<file path="config.mk">
export PLATFORM = sky130hd
export DESIGN_NAME = shortest_queue_dispatcher_top
export DESIGN_NICKNAME = d
export VERILOG_FILES = /design/src/rtl/core/sqd_pkg.sv /design/src/rtl/core/sqd_ctrl.sv /design/src/rtl/core/sqd_dpath.sv /design/src/rtl/core/shortest_queue_dispatcher_top.sv
export SDC_FILE = /design/constraint.sdc
export NUM_CORES = 2
export LEC_CHECK = 0
export BUFFER_PORTS_ARGS = -buffer_cell sky130_fd_sc_hd__buf_2
export CORE_MARGIN = 8
export CORE_UTILIZATION = 40
export DETAILED_ROUTE_END_ITERATION = 8
export PLACE_DENSITY_LB_ADDON = 0.2
export SETUP_SLACK_MARGIN = 0.4
export SLEW_MARGIN = 20
export SYNTH_ARGS = -nofsm -noshare
export SYNTH_HDL_FRONTEND = slang
export SYNTH_SLANG_ARGS = --single-unit
export TNS_END_PERCENT = 10
</file>
<file path="constraint.sdc">
create_clock -name clk -period 18.62 [get_ports clk]
set_input_delay 3.724 -clock clk [delete_from_list [all_inputs] [get_ports clk]]
set_output_delay 3.724 -clock clk [all_outputs]
set_load 0.03 [all_outputs]
</file>
<file path="src/rtl/core/sqd_pkg.sv">
// Shared types, constants and helpers for the shortest queue dispatcher.
package sqd_pkg;

  // Parameter defaults
  localparam int LANE_COUNT_DEF  = 16;
  localparam int LENGTH_BITS_DEF = 16;

  // Lanes that can hold work: only lanes with an active mask bit receive arrivals
  localparam int MAX_TREE_LANES = 16;

  // Field widths
  localparam int LANE_W      = 4;
  localparam int STATUS_W    = 3;
  localparam int OUT_LEN_W   = 16;
  localparam int TOTAL_W     = 32;
  localparam int CFG_LANES_W = 5;
  localparam int CFG_CAP_W   = 16;
  localparam int MASK_W      = 16;
  localparam int CFG_DATA_W  = 16;
  localparam int CFG_IDX_W   = 2;
  localparam int IN_TDATA_W  = 8;
  localparam int OUT_TDATA_W = 120;

  // Register indexes
  localparam logic [CFG_IDX_W-1:0] CFG_LANES_IN_USE   = 2'd0;
  localparam logic [CFG_IDX_W-1:0] CFG_QUEUE_CAPACITY = 2'd1;
  localparam logic [CFG_IDX_W-1:0] CFG_ACTIVE_MASK    = 2'd2;

  // Register reset values
  localparam logic [CFG_LANES_W-1:0] LANES_IN_USE_RST   = 5'd16;
  localparam logic [CFG_CAP_W-1:0]   QUEUE_CAPACITY_RST = 16'd0;
  localparam logic [MASK_W-1:0]      ACTIVE_MASK_RST    = 16'hFFFF;

  typedef enum logic [STATUS_W-1:0] {
    ST_OK        = 3'd0,
    ST_BALKED    = 3'd1,
    ST_NO_LANE   = 3'd2,
    ST_INVALID   = 3'd3,
    ST_UNDERFLOW = 3'd4
  } status_t;

  typedef enum logic [1:0] {
    S_IDLE,
    S_SEARCH,
    S_COMMIT
  } state_t;

  typedef struct packed {
    logic load;    // capture the input beat
    logic commit;  // apply the event and load the result register
  } ctrl_cmd_t;

  typedef struct packed {
    logic in_depart;  // mode of the beat on the input channel
    logic out_stall;  // result register full and not being taken
  } dp_status_t;

  // Levels of the registered minimum tree for a given lane count
  function automatic int tree_levels(int lane_count);
    int nl;
    nl = (lane_count < MAX_TREE_LANES) ? lane_count : MAX_TREE_LANES;
    return (nl > 1) ? $clog2(nl) : 1;
  endfunction

endpackage

</file>
<file path="src/rtl/core/sqd_ctrl.sv">
// Controller state machine: sequences capture, tree settle and commit of one event; departures skip the tree settle.
module sqd_ctrl #(
  parameter int LANE_COUNT = sqd_pkg::LANE_COUNT_DEF
) (
  input  logic                   clk,
  input  logic                   rst,
  input  logic                   s_tvalid,
  output logic                   s_tready,
  input  sqd_pkg::dp_status_t    status,
  output sqd_pkg::ctrl_cmd_t     cmd
);
  import sqd_pkg::*;

  localparam int LEVELS = tree_levels(LANE_COUNT);
  localparam int CNT_W  = (LEVELS > 1) ? $clog2(LEVELS) : 1;

  state_t             state, state_next;
  logic [CNT_W-1:0]   cnt, cnt_next;

  always_ff @(posedge clk) begin
    if (rst) begin
      state <= S_IDLE;
      cnt   <= '0;
    end else begin
      state <= state_next;
      cnt   <= cnt_next;
    end
  end

  // Next state
  always_comb begin
    state_next = state;
    cnt_next   = cnt;
    case (state)
      S_IDLE: begin
        cnt_next = '0;
        if (s_tvalid) begin
          // departures need no minimum search
          state_next = status.in_depart ? S_COMMIT : S_SEARCH;
        end
      end
      S_SEARCH: begin
        cnt_next = cnt + 1'b1;
        if (cnt == CNT_W'(LEVELS - 1)) begin
          state_next = S_COMMIT;
        end
      end
      S_COMMIT: begin
        if (!status.out_stall) begin
          state_next = S_IDLE;
        end
      end
      default: state_next = S_IDLE;
    endcase
  end

  // Outputs
  always_comb begin
    s_tready   = 1'b0;
    cmd.load   = 1'b0;
    cmd.commit = 1'b0;
    case (state)
      S_IDLE: begin
        s_tready = 1'b1;
        cmd.load = s_tvalid;
      end
      S_SEARCH: ;
      S_COMMIT: begin
        cmd.commit = !status.out_stall;
      end
      default: ;
    endcase
  end

  a_load_leaves_idle: assert property (@(posedge clk) disable iff (rst)
    cmd.load |=> (state == S_SEARCH || state == S_COMMIT))
    else $error("load did not start an event");

  a_search_bounded: assert property (@(posedge clk) disable iff (rst)
    (state == S_SEARCH) |-> (cnt <= CNT_W'(LEVELS - 1)))
    else $error("search ran past the tree depth");

endmodule

</file>
<file path="src/rtl/core/sqd_dpath.sv">
// Datapath: lane counts, config registers, registered minimum tree and result register.
module sqd_dpath #(
  parameter int LANE_COUNT  = sqd_pkg::LANE_COUNT_DEF,
  parameter int LENGTH_BITS = sqd_pkg::LENGTH_BITS_DEF
) (
  input  logic                                clk,
  input  logic                                rst,
  input  logic [sqd_pkg::IN_TDATA_W-1:0]      s_tdata,
  input  logic                                s_tuser,
  output logic                                m_tvalid,
  input  logic                                m_tready,
  output logic [sqd_pkg::OUT_TDATA_W-1:0]     m_tdata,
  input  logic                                cfg_we,
  input  logic [sqd_pkg::CFG_IDX_W-1:0]       cfg_index,
  input  logic [sqd_pkg::CFG_DATA_W-1:0]      cfg_wdata,
  input  sqd_pkg::ctrl_cmd_t                  cmd,
  output sqd_pkg::dp_status_t                 status
);
  import sqd_pkg::*;

  localparam int NL        = (LANE_COUNT < MAX_TREE_LANES) ? LANE_COUNT : MAX_TREE_LANES;
  localparam int LEVELS    = tree_levels(LANE_COUNT);
  localparam int TREE_SIZE = 1 << LEVELS;
  localparam int CMP_W     = (LENGTH_BITS > CFG_CAP_W) ? LENGTH_BITS : CFG_CAP_W;
  localparam int LIM_W     = 7;

  function automatic logic [TOTAL_W-1:0] sat_inc(logic [TOTAL_W-1:0] v);
    return (&v) ? v : v + 1'b1;
  endfunction

  // Config registers
  logic [CFG_LANES_W-1:0] lanes_in_use;
  logic [CFG_CAP_W-1:0]   queue_capacity;
  logic [MASK_W-1:0]      active_mask;

  always_ff @(posedge clk) begin
    if (rst) begin
      lanes_in_use   <= LANES_IN_USE_RST;
      queue_capacity <= QUEUE_CAPACITY_RST;
      active_mask    <= ACTIVE_MASK_RST;
    end else if (cfg_we) begin
      case (cfg_index)
        CFG_LANES_IN_USE:   lanes_in_use   <= cfg_wdata[CFG_LANES_W-1:0];
        CFG_QUEUE_CAPACITY: queue_capacity <= cfg_wdata[CFG_CAP_W-1:0];
        CFG_ACTIVE_MASK:    active_mask    <= cfg_wdata[MASK_W-1:0];
        default: ;
      endcase
    end
  end

  // Captured event
  logic              depart_q;
  logic [LANE_W-1:0] lane_q;

  always_ff @(posedge clk) begin
    if (cmd.load) begin
      depart_q <= s_tuser;
      lane_q   <= s_tdata[LANE_W-1:0];
    end
  end

  // Lane counts and totals
  logic [LENGTH_BITS-1:0] len_q [NL];
  logic [TOTAL_W-1:0]     arr_cnt, srv_cnt, blk_cnt;

  // Minimum tree: leaves from the counts, one registered level per cycle
  logic                   leaf_vld [TREE_SIZE];
  logic [LANE_W-1:0]      leaf_idx [TREE_SIZE];
  logic [LENGTH_BITS-1:0] leaf_len [TREE_SIZE];
  logic                   node_vld [1:TREE_SIZE-1];
  logic [LANE_W-1:0]      node_idx [1:TREE_SIZE-1];
  logic [LENGTH_BITS-1:0] node_len [1:TREE_SIZE-1];

  for (genvar i = 0; i < TREE_SIZE; i++) begin : g_leaf
    if (i < NL) begin : g_used
      assign leaf_vld[i] = (CFG_LANES_W'(i) < lanes_in_use) && active_mask[i];
      assign leaf_idx[i] = LANE_W'(i);
      assign leaf_len[i] = len_q[i];
    end else begin : g_pad
      assign leaf_vld[i] = 1'b0;
      assign leaf_idx[i] = '0;
      assign leaf_len[i] = '0;
    end
  end

  for (genvar n = 1; n < TREE_SIZE; n++) begin : g_node
    logic                   l_vld, r_vld;
    logic [LANE_W-1:0]      l_idx, r_idx;
    logic [LENGTH_BITS-1:0] l_len, r_len;
    if (2 * n >= TREE_SIZE) begin : g_from_leaf
      assign l_vld = leaf_vld[2*n-TREE_SIZE];
      assign l_idx = leaf_idx[2*n-TREE_SIZE];
      assign l_len = leaf_len[2*n-TREE_SIZE];
      assign r_vld = leaf_vld[2*n+1-TREE_SIZE];
      assign r_idx = leaf_idx[2*n+1-TREE_SIZE];
      assign r_len = leaf_len[2*n+1-TREE_SIZE];
    end else begin : g_from_node
      assign l_vld = node_vld[2*n];
      assign l_idx = node_idx[2*n];
      assign l_len = node_len[2*n];
      assign r_vld = node_vld[2*n+1];
      assign r_idx = node_idx[2*n+1];
      assign r_len = node_len[2*n+1];
    end
    // ties go left, which keeps the lower lane number
    always_ff @(posedge clk) begin
      if (l_vld && (!r_vld || l_len <= r_len)) begin
        node_vld[n] <= 1'b1;
        node_idx[n] <= l_idx;
        node_len[n] <= l_len;
      end else begin
        node_vld[n] <= r_vld;
        node_idx[n] <= r_idx;
        node_len[n] <= r_len;
      end
    end
  end

  // Departure lane read
  logic [LENGTH_BITS-1:0] rd_len;

  always_comb begin
    rd_len = '0;
    for (int i = 0; i < NL; i++) begin
      if (lane_q == LANE_W'(i)) rd_len = len_q[i];
    end
  end

  // Event resolution
  logic                   lane_ok;
  logic                   full;
  logic [CMP_W-1:0]       cur_ext;
  logic                   len_we;
  logic [LANE_W-1:0]      wr_idx;
  logic [LENGTH_BITS-1:0] wr_len;
  logic [LANE_W-1:0]      res_lane;
  status_t                res_status;
  logic                   res_start;
  logic [CMP_W-1:0]       res_len;
  logic [TOTAL_W-1:0]     arr_next, srv_next, blk_next;

  assign lane_ok = ({1'b0, lane_q} < lanes_in_use) &&
                   ({3'b000, lane_q} < LIM_W'(LANE_COUNT));
  assign cur_ext = depart_q ? CMP_W'(rd_len) : CMP_W'(node_len[1]);
  assign full    = ((queue_capacity != '0) && (cur_ext >= CMP_W'(queue_capacity))) ||
                   (&node_len[1]);

  always_comb begin
    len_we     = 1'b0;
    wr_idx     = '0;
    wr_len     = '0;
    res_lane   = '0;
    res_status = ST_OK;
    res_start  = 1'b0;
    res_len    = '0;
    arr_next   = arr_cnt;
    srv_next   = srv_cnt;
    blk_next   = blk_cnt;
    if (!depart_q) begin
      arr_next = sat_inc(arr_cnt);
      if (!node_vld[1]) begin
        res_status = ST_NO_LANE;
      end else begin
        res_lane = node_idx[1];
        if (full) begin
          res_status = ST_BALKED;
          res_len    = cur_ext;
          blk_next   = sat_inc(blk_cnt);
        end else begin
          len_we    = 1'b1;
          wr_idx    = node_idx[1];
          wr_len    = node_len[1] + 1'b1;
          res_len   = CMP_W'(wr_len);
          res_start = (node_len[1] == '0);
        end
      end
    end else begin
      res_lane = lane_q;
      if (!lane_ok) begin
        res_status = ST_INVALID;
      end else if (rd_len == '0) begin
        res_status = ST_UNDERFLOW;
      end else begin
        len_we    = 1'b1;
        wr_idx    = lane_q;
        wr_len    = rd_len - 1'b1;
        res_len   = CMP_W'(wr_len);
        res_start = (wr_len != '0);
        srv_next  = sat_inc(srv_cnt);
      end
    end
  end

  always_ff @(posedge clk) begin
    if (rst) begin
      for (int i = 0; i < NL; i++) len_q[i] <= '0;
      arr_cnt <= '0;
      srv_cnt <= '0;
      blk_cnt <= '0;
    end else if (cmd.commit) begin
      for (int i = 0; i < NL; i++) begin
        if (len_we && wr_idx == LANE_W'(i)) len_q[i] <= wr_len;
      end
      arr_cnt <= arr_next;
      srv_cnt <= srv_next;
      blk_cnt <= blk_next;
    end
  end

  // Result register
  always_ff @(posedge clk) begin
    if (rst) begin
      m_tvalid <= 1'b0;
    end else if (cmd.commit) begin
      m_tvalid <= 1'b1;
    end else if (m_tready) begin
      m_tvalid <= 1'b0;
    end
  end

  always_ff @(posedge clk) begin
    if (cmd.commit) begin
      m_tdata <= {blk_next, srv_next, arr_next, res_len[OUT_LEN_W-1:0],
                  res_start, res_status, res_lane};
    end
  end

  assign status.in_depart = s_tuser;
  assign status.out_stall = m_tvalid && !m_tready;

  a_commit_free: assert property (@(posedge clk) disable iff (rst)
    cmd.commit |-> !(m_tvalid && !m_tready))
    else $error("commit overwrote a pending result");

  a_valid_from_commit: assert property (@(posedge clk) disable iff (rst)
    $rose(m_tvalid) |-> $past(cmd.commit))
    else $error("result appeared without a commit");

  a_arrivals_monotonic: assert property (@(posedge clk) disable iff (rst)
    1'b1 |=> arr_cnt >= $past(arr_cnt))
    else $error("arrival total went down");

endmodule

</file>
<file path="src/rtl/core/shortest_queue_dispatcher_top.sv">
// Top level of the join-shortest-queue dispatcher.
//
// Input channel s_*: one beat per event. s_tuser is the event kind (0 arrival,
// 1 departure), s_tdata[3:0] the departing lane. Output channel m_*: one beat
// per event with the chosen lane, status, start flag, new queue length and the
// three saturating totals. Config port: cfg_we writes cfg_wdata into register
// cfg_index (0 lanes in use, 1 queue capacity, 2 active mask) at the clock edge.
//
// An arrival waits for the registered minimum tree over the lane counts to
// settle, one tree level per cycle: clog2(min(LANE_COUNT,16)) levels (at least
// one); the controller steps through its idle (capture), search and commit states,
// and a new input beat is taken only once the previous event has committed.
// A departure reads its lane directly and skips the search state.
//
// Reset (rst, synchronous) clears all lane counts and totals and restores the
// register defaults. The result register holds one beat; while it waits for
// m_tready the next event is still accepted and worked up to its commit,
// which then holds until the result register is free.
module shortest_queue_dispatcher_top #(
  parameter int LANE_COUNT  = sqd_pkg::LANE_COUNT_DEF,
  parameter int LENGTH_BITS = sqd_pkg::LENGTH_BITS_DEF
) (
  input  logic                             clk,
  input  logic                             rst,
  input  logic                             s_tvalid,
  output logic                             s_tready,
  input  logic [sqd_pkg::IN_TDATA_W-1:0]   s_tdata,   // lane_in[3:0], zero pad
  input  logic                             s_tuser,   // mode
  output logic                             m_tvalid,
  input  logic                             m_tready,
  // lane_out[3:0], status[6:4], start_service[7], new_length[23:8],
  // arrivals_total[55:24], served_total[87:56], balked_total[119:88]
  output logic [sqd_pkg::OUT_TDATA_W-1:0]  m_tdata,
  input  logic                             cfg_we,
  input  logic [sqd_pkg::CFG_IDX_W-1:0]    cfg_index,
  input  logic [sqd_pkg::CFG_DATA_W-1:0]   cfg_wdata
);
  import sqd_pkg::*;

  ctrl_cmd_t  cmd;
  dp_status_t status;

  sqd_ctrl #(
    .LANE_COUNT (LANE_COUNT)
  ) u_ctrl (
    .clk      (clk),
    .rst      (rst),
    .s_tvalid (s_tvalid),
    .s_tready (s_tready),
    .status   (status),
    .cmd      (cmd)
  );

  sqd_dpath #(
    .LANE_COUNT  (LANE_COUNT),
    .LENGTH_BITS (LENGTH_BITS)
  ) u_dpath (
    .clk       (clk),
    .rst       (rst),
    .s_tdata   (s_tdata),
    .s_tuser   (s_tuser),
    .m_tvalid  (m_tvalid),
    .m_tready  (m_tready),
    .m_tdata   (m_tdata),
    .cfg_we    (cfg_we),
    .cfg_index (cfg_index),
    .cfg_wdata (cfg_wdata),
    .cmd       (cmd),
    .status    (status)
  );

endmodule
</file>
==> summary.txt <==
Clock network
  – Clock latency on the worst-skew pair: about 0.67 ns
  – H-Tree Depth: 3
  – TritonCTS clock tree: done
  – Clock root buffer: clkbuf_16
  – Buffer depth of the longest clock path: 3
  – Cells resized by post-CTS repair: 0
  – Count of hold-fix buffers inserted at cts: 0
  – Clock-pin slew of the registers on the worst-case setup and hold paths: 0.06 ns
  – Clock tree sinks: 800
  – Total CTS buffers: 88
  – Number of setup buffers added after CTS: 0

Layout
  – Highest-count cells in the layout ignoring fill and taps: 419 x dfxtp_1, 413 x nor2_1, 381 x edfxtp_1
  – Final cell count without fillers: slightly below 6000
  – Final layout net count: between 4000 and 5000
  – Ratio of cells with drive above 1 in the final layout: between 10% and 20%
  – Layout area overhead: 11.6%
  – Final std cell area, no fill: about 48000 sq um
  – Commonest non-fill, non-tap cell in the layout: dfxtp_1
  – Filler Cells Inserted: ~10000

STA
  – Final cycle utilization of the critical path: a little over two fifths
  – Transition at the pin with the smallest max-transition slack: ~1.3 ns
  – Max Slew Vio Count: 0
  – Hold Fails Final Rpt: 0
  – Highest clock frequency the design can meet: 125 MHz
  – Final-report setup violation count: 0
  – Worst relative slew slack: 15.5%
  – Final period demand of the worst path: between 8 and 9 ns
  – Setup Total Neg Slack: 0 ns
  – RSZ-0062 raised after global routing: no
  – Worst clock skew: about 0.03 ns

Die
  – Die Outline Area: ~120000 sq um
  – Area of the core: 107000 sq um
  – Die outline width: roughly 340 um
  – Top Ports: around 150
  – Height of the chip: about 340 um
  – Initial Utilization: between 40% and 50%
  – Count of standard-cell rows: 120

Yosys
  – Synthesized netlist cell count: about 4400
  – Syn. warnings: 0
  – Number of nets produced by synthesis: 4695
  – Summed instance area of the synthesized netlist: ~43000 sq um
  – Dominant cells by area after synthesis: edfxtp_1 27%, dfxtp_1 20%, ha_1 7.8%, mux2_2 4.4%, nor2_1 3.6%
  – Fraction of post-synthesis cell area in the top cell type by area: a little over a quarter
  – Cell type with the highest aggregate area in the netlist: edfxtp_1
  – Number of synthesized register bits: 800
  – Avg Inst Size Synth: between 9 and 10 sq um
  – Number of enable flip-flop cells after synthesis: around 380
  – Ys async rst share: 0%
  – Number of different library cells in the post-synthesis netlist: between 80 and 90
  – Portion of the post-synthesis area used by sequential elements: between 40% and 50%
  – Most instantiated flip-flop cell in the synthesis netlist: dfxtp_1

GRT
  – Initial antenna violation count: 19
  – Wire length of the first global-routing pass: 206000 um
  – Global-route usage over all layers: a little under a quarter
  – Gr ovfl total: 0
  – Vias in the first global route: 31400
  – Largest net degree at the start of global routing: 99

Detailed routing
  – Drt first pass iters: 6
  – DRC viols: 0
  – Detailed router's first-iteration violation count: about 3100
  – Routed vias/inst: ~5.7
  – Average wire length per cell after detail routing: 23.7 um
  – Total routed wirelength: 141000 um
  – Post-detailed-route count of antenna-violating nets: 0
  – Via count: roughly 34000

Power
  – Power density normalized to cell area: approximately 130 nW/um^2
  – Peak supply drop: a little under 0.00007 V
  – Static leakage: approximately 0.019 uW

Setup path
  – Kind of start point of the critical path: flip-flop
  – Crit Path Class: reg -> reg
  – Crit end category: flip-flop
  – Worst Path Arrival: 8.29 ns
  – Maximum fanout along the worst path: 55
  – Required time reported for the critical path endpoint: 18.89 ns

Placement
  – Placer's final routability congestion estimate: approximately 0.95
  – DP Area: approximately 45000 sq um
  – Post-DP HPWL: a little over 100000 um
  – Number of port buffers: about 150
  – Placed insts: about 5800

Worst hold path
  – Worst min-delay path class: reg -> reg

Flow run
  – Max cap viols: 0

Status
  – Status: complete, no violations
-- Yosys cell counts, drive strengths merged (33+ instances only) --
cell / instances
a21o: 47
a21oi: 190
a311o: 40
and3: 51
buf: 81
clkbuf: 175
dfxtp: 419
edfxtp: 381
ha: 268
inv: 324
mux2: 169
mux2i: 70
nand2: 351
nand2b: 51
nand3: 204
nand4: 85
nor2: 424
nor2b: 56
nor3: 88
o211ai: 33
o21a: 68
o21ai: 123
o221ai: 52
o22ai: 67
or3: 59
xnor2: 106
xor2: 79
-- cells by family (layout without fill, tap and decap cells) --
| group | count (synthesis) | count (layout) | synth area share (%) |
|---|---|---|---|
| AO/OA/AOI/OAI | 823 | 823 | 13.4 |
| XOR/XNOR | 185 | 185 | 3.78 |
| adder cells (fa/ha/maj) | 268 | 268 | 7.81 |
| buffers and inverters | 584 | 704 | 5.49 |
| flip-flops | 800 | 800 | 46.2 |
| multiplexers | 250 | 250 | 6.64 |
| other | 0 | 5 | 0 |
| AND/OR/NAND/NOR | 1485 | 1485 | 16.7 |
-- layer usage --
layer / share of wire, % / GRT usage [%] / vias to the layer above
li1: - / - / 15900
met1: 43 / 31.3 / 16200
met2: 45 / 36.4 / 1226
met3: 7.8 / 4.65 / 238
met4: 3.9 / 8.62 / 14
met5: 0.063 / 0 / -
-- metrics by stage --
step	total power (uW)	hold slack, ns	util, %	setup WS, ns
2_1_floorplan	3470	0.410	-	10.13
3_3_place_gp	4180	0.439	42.0	10.69
3_5_place_dp	4200	0.438	42.1	10.70
4_1_cts	6030	0.454	44.9	10.71
5_1_grt	6290	0.467	44.9	10.24
6_report	6000	0.447	44.9	10.60
-- final cells by class --
type	count	area, sq um	share of cell area, %
antenna	5	12.5	0.0261
clock buffer	111	2390	4.99
clock inverter	54	596	1.24
inverter	328	1240	2.58
multi-input combinational	3011	20900	43.6
sequential	800	19800	41.4
tap	1403	1760	3.66
timing repair buffer	211	1220	2.56
-- sequential cells by signal, indices dropped and copies added, names as in the netlist, 16 cells and up --
signal                  count
u_dpath.node_len          240
u_dpath.len_q             256
u_dpath.m_tdata           120
u_dpath.node_idx           26
u_dpath.active_mask        16
u_dpath.srv_cnt            32
u_dpath.queue_capacity     16
u_dpath.arr_cnt            32
u_dpath.blk_cnt            32
-- worst max-delay path, stage by stage (launching register included) --
cell and delay (ns):
edfxtp_1 0.35, buf_4 0.33, buf_4 0.49, nor3b_1 0.99
a21oi_1 0.07, o22ai_1 0.48, a221o_1 0.35, a32oi_1 0.13
buf_4 0.19, a21oi_1 0.30, ha_1 0.32, a21o_1 0.19
a21o_1 0.18, a221oi_1 0.26, o211ai_1 0.19, a211oi_1 0.25
buf_4 0.22, nand2_1 0.23, o32a_1 0.24, o21ai_0 0.30
o211ai_2 0.60, nand2b_1 0.87
-- power by group --
group / total, uW / internal [uW] / switching (uW)
registers: 2390 / 2120 / 264
clock network: 1810 / 1060 / 754
logic: 1800 / 677 / 1120
total: 6000 / 3860 / 2140
-- path summary, 6_finish.rpt --
path                                      startpoint               endpoint  slack [ns]  cells after the start
worst max-delay path               u_dpath.lane_q[0]  u_dpath.len_q[0][108]       10.60                     21
worst min-delay path            u_dpath.node_vld[11]    u_dpath.node_vld[5]        0.45                      1
worst max register to register     u_dpath.lane_q[0]  u_dpath.len_q[0][108]       10.60                     21
worst min register to register  u_dpath.node_vld[11]    u_dpath.node_vld[5]        0.45                      1
No activity file was read; power rests on OpenSTA's default activity.
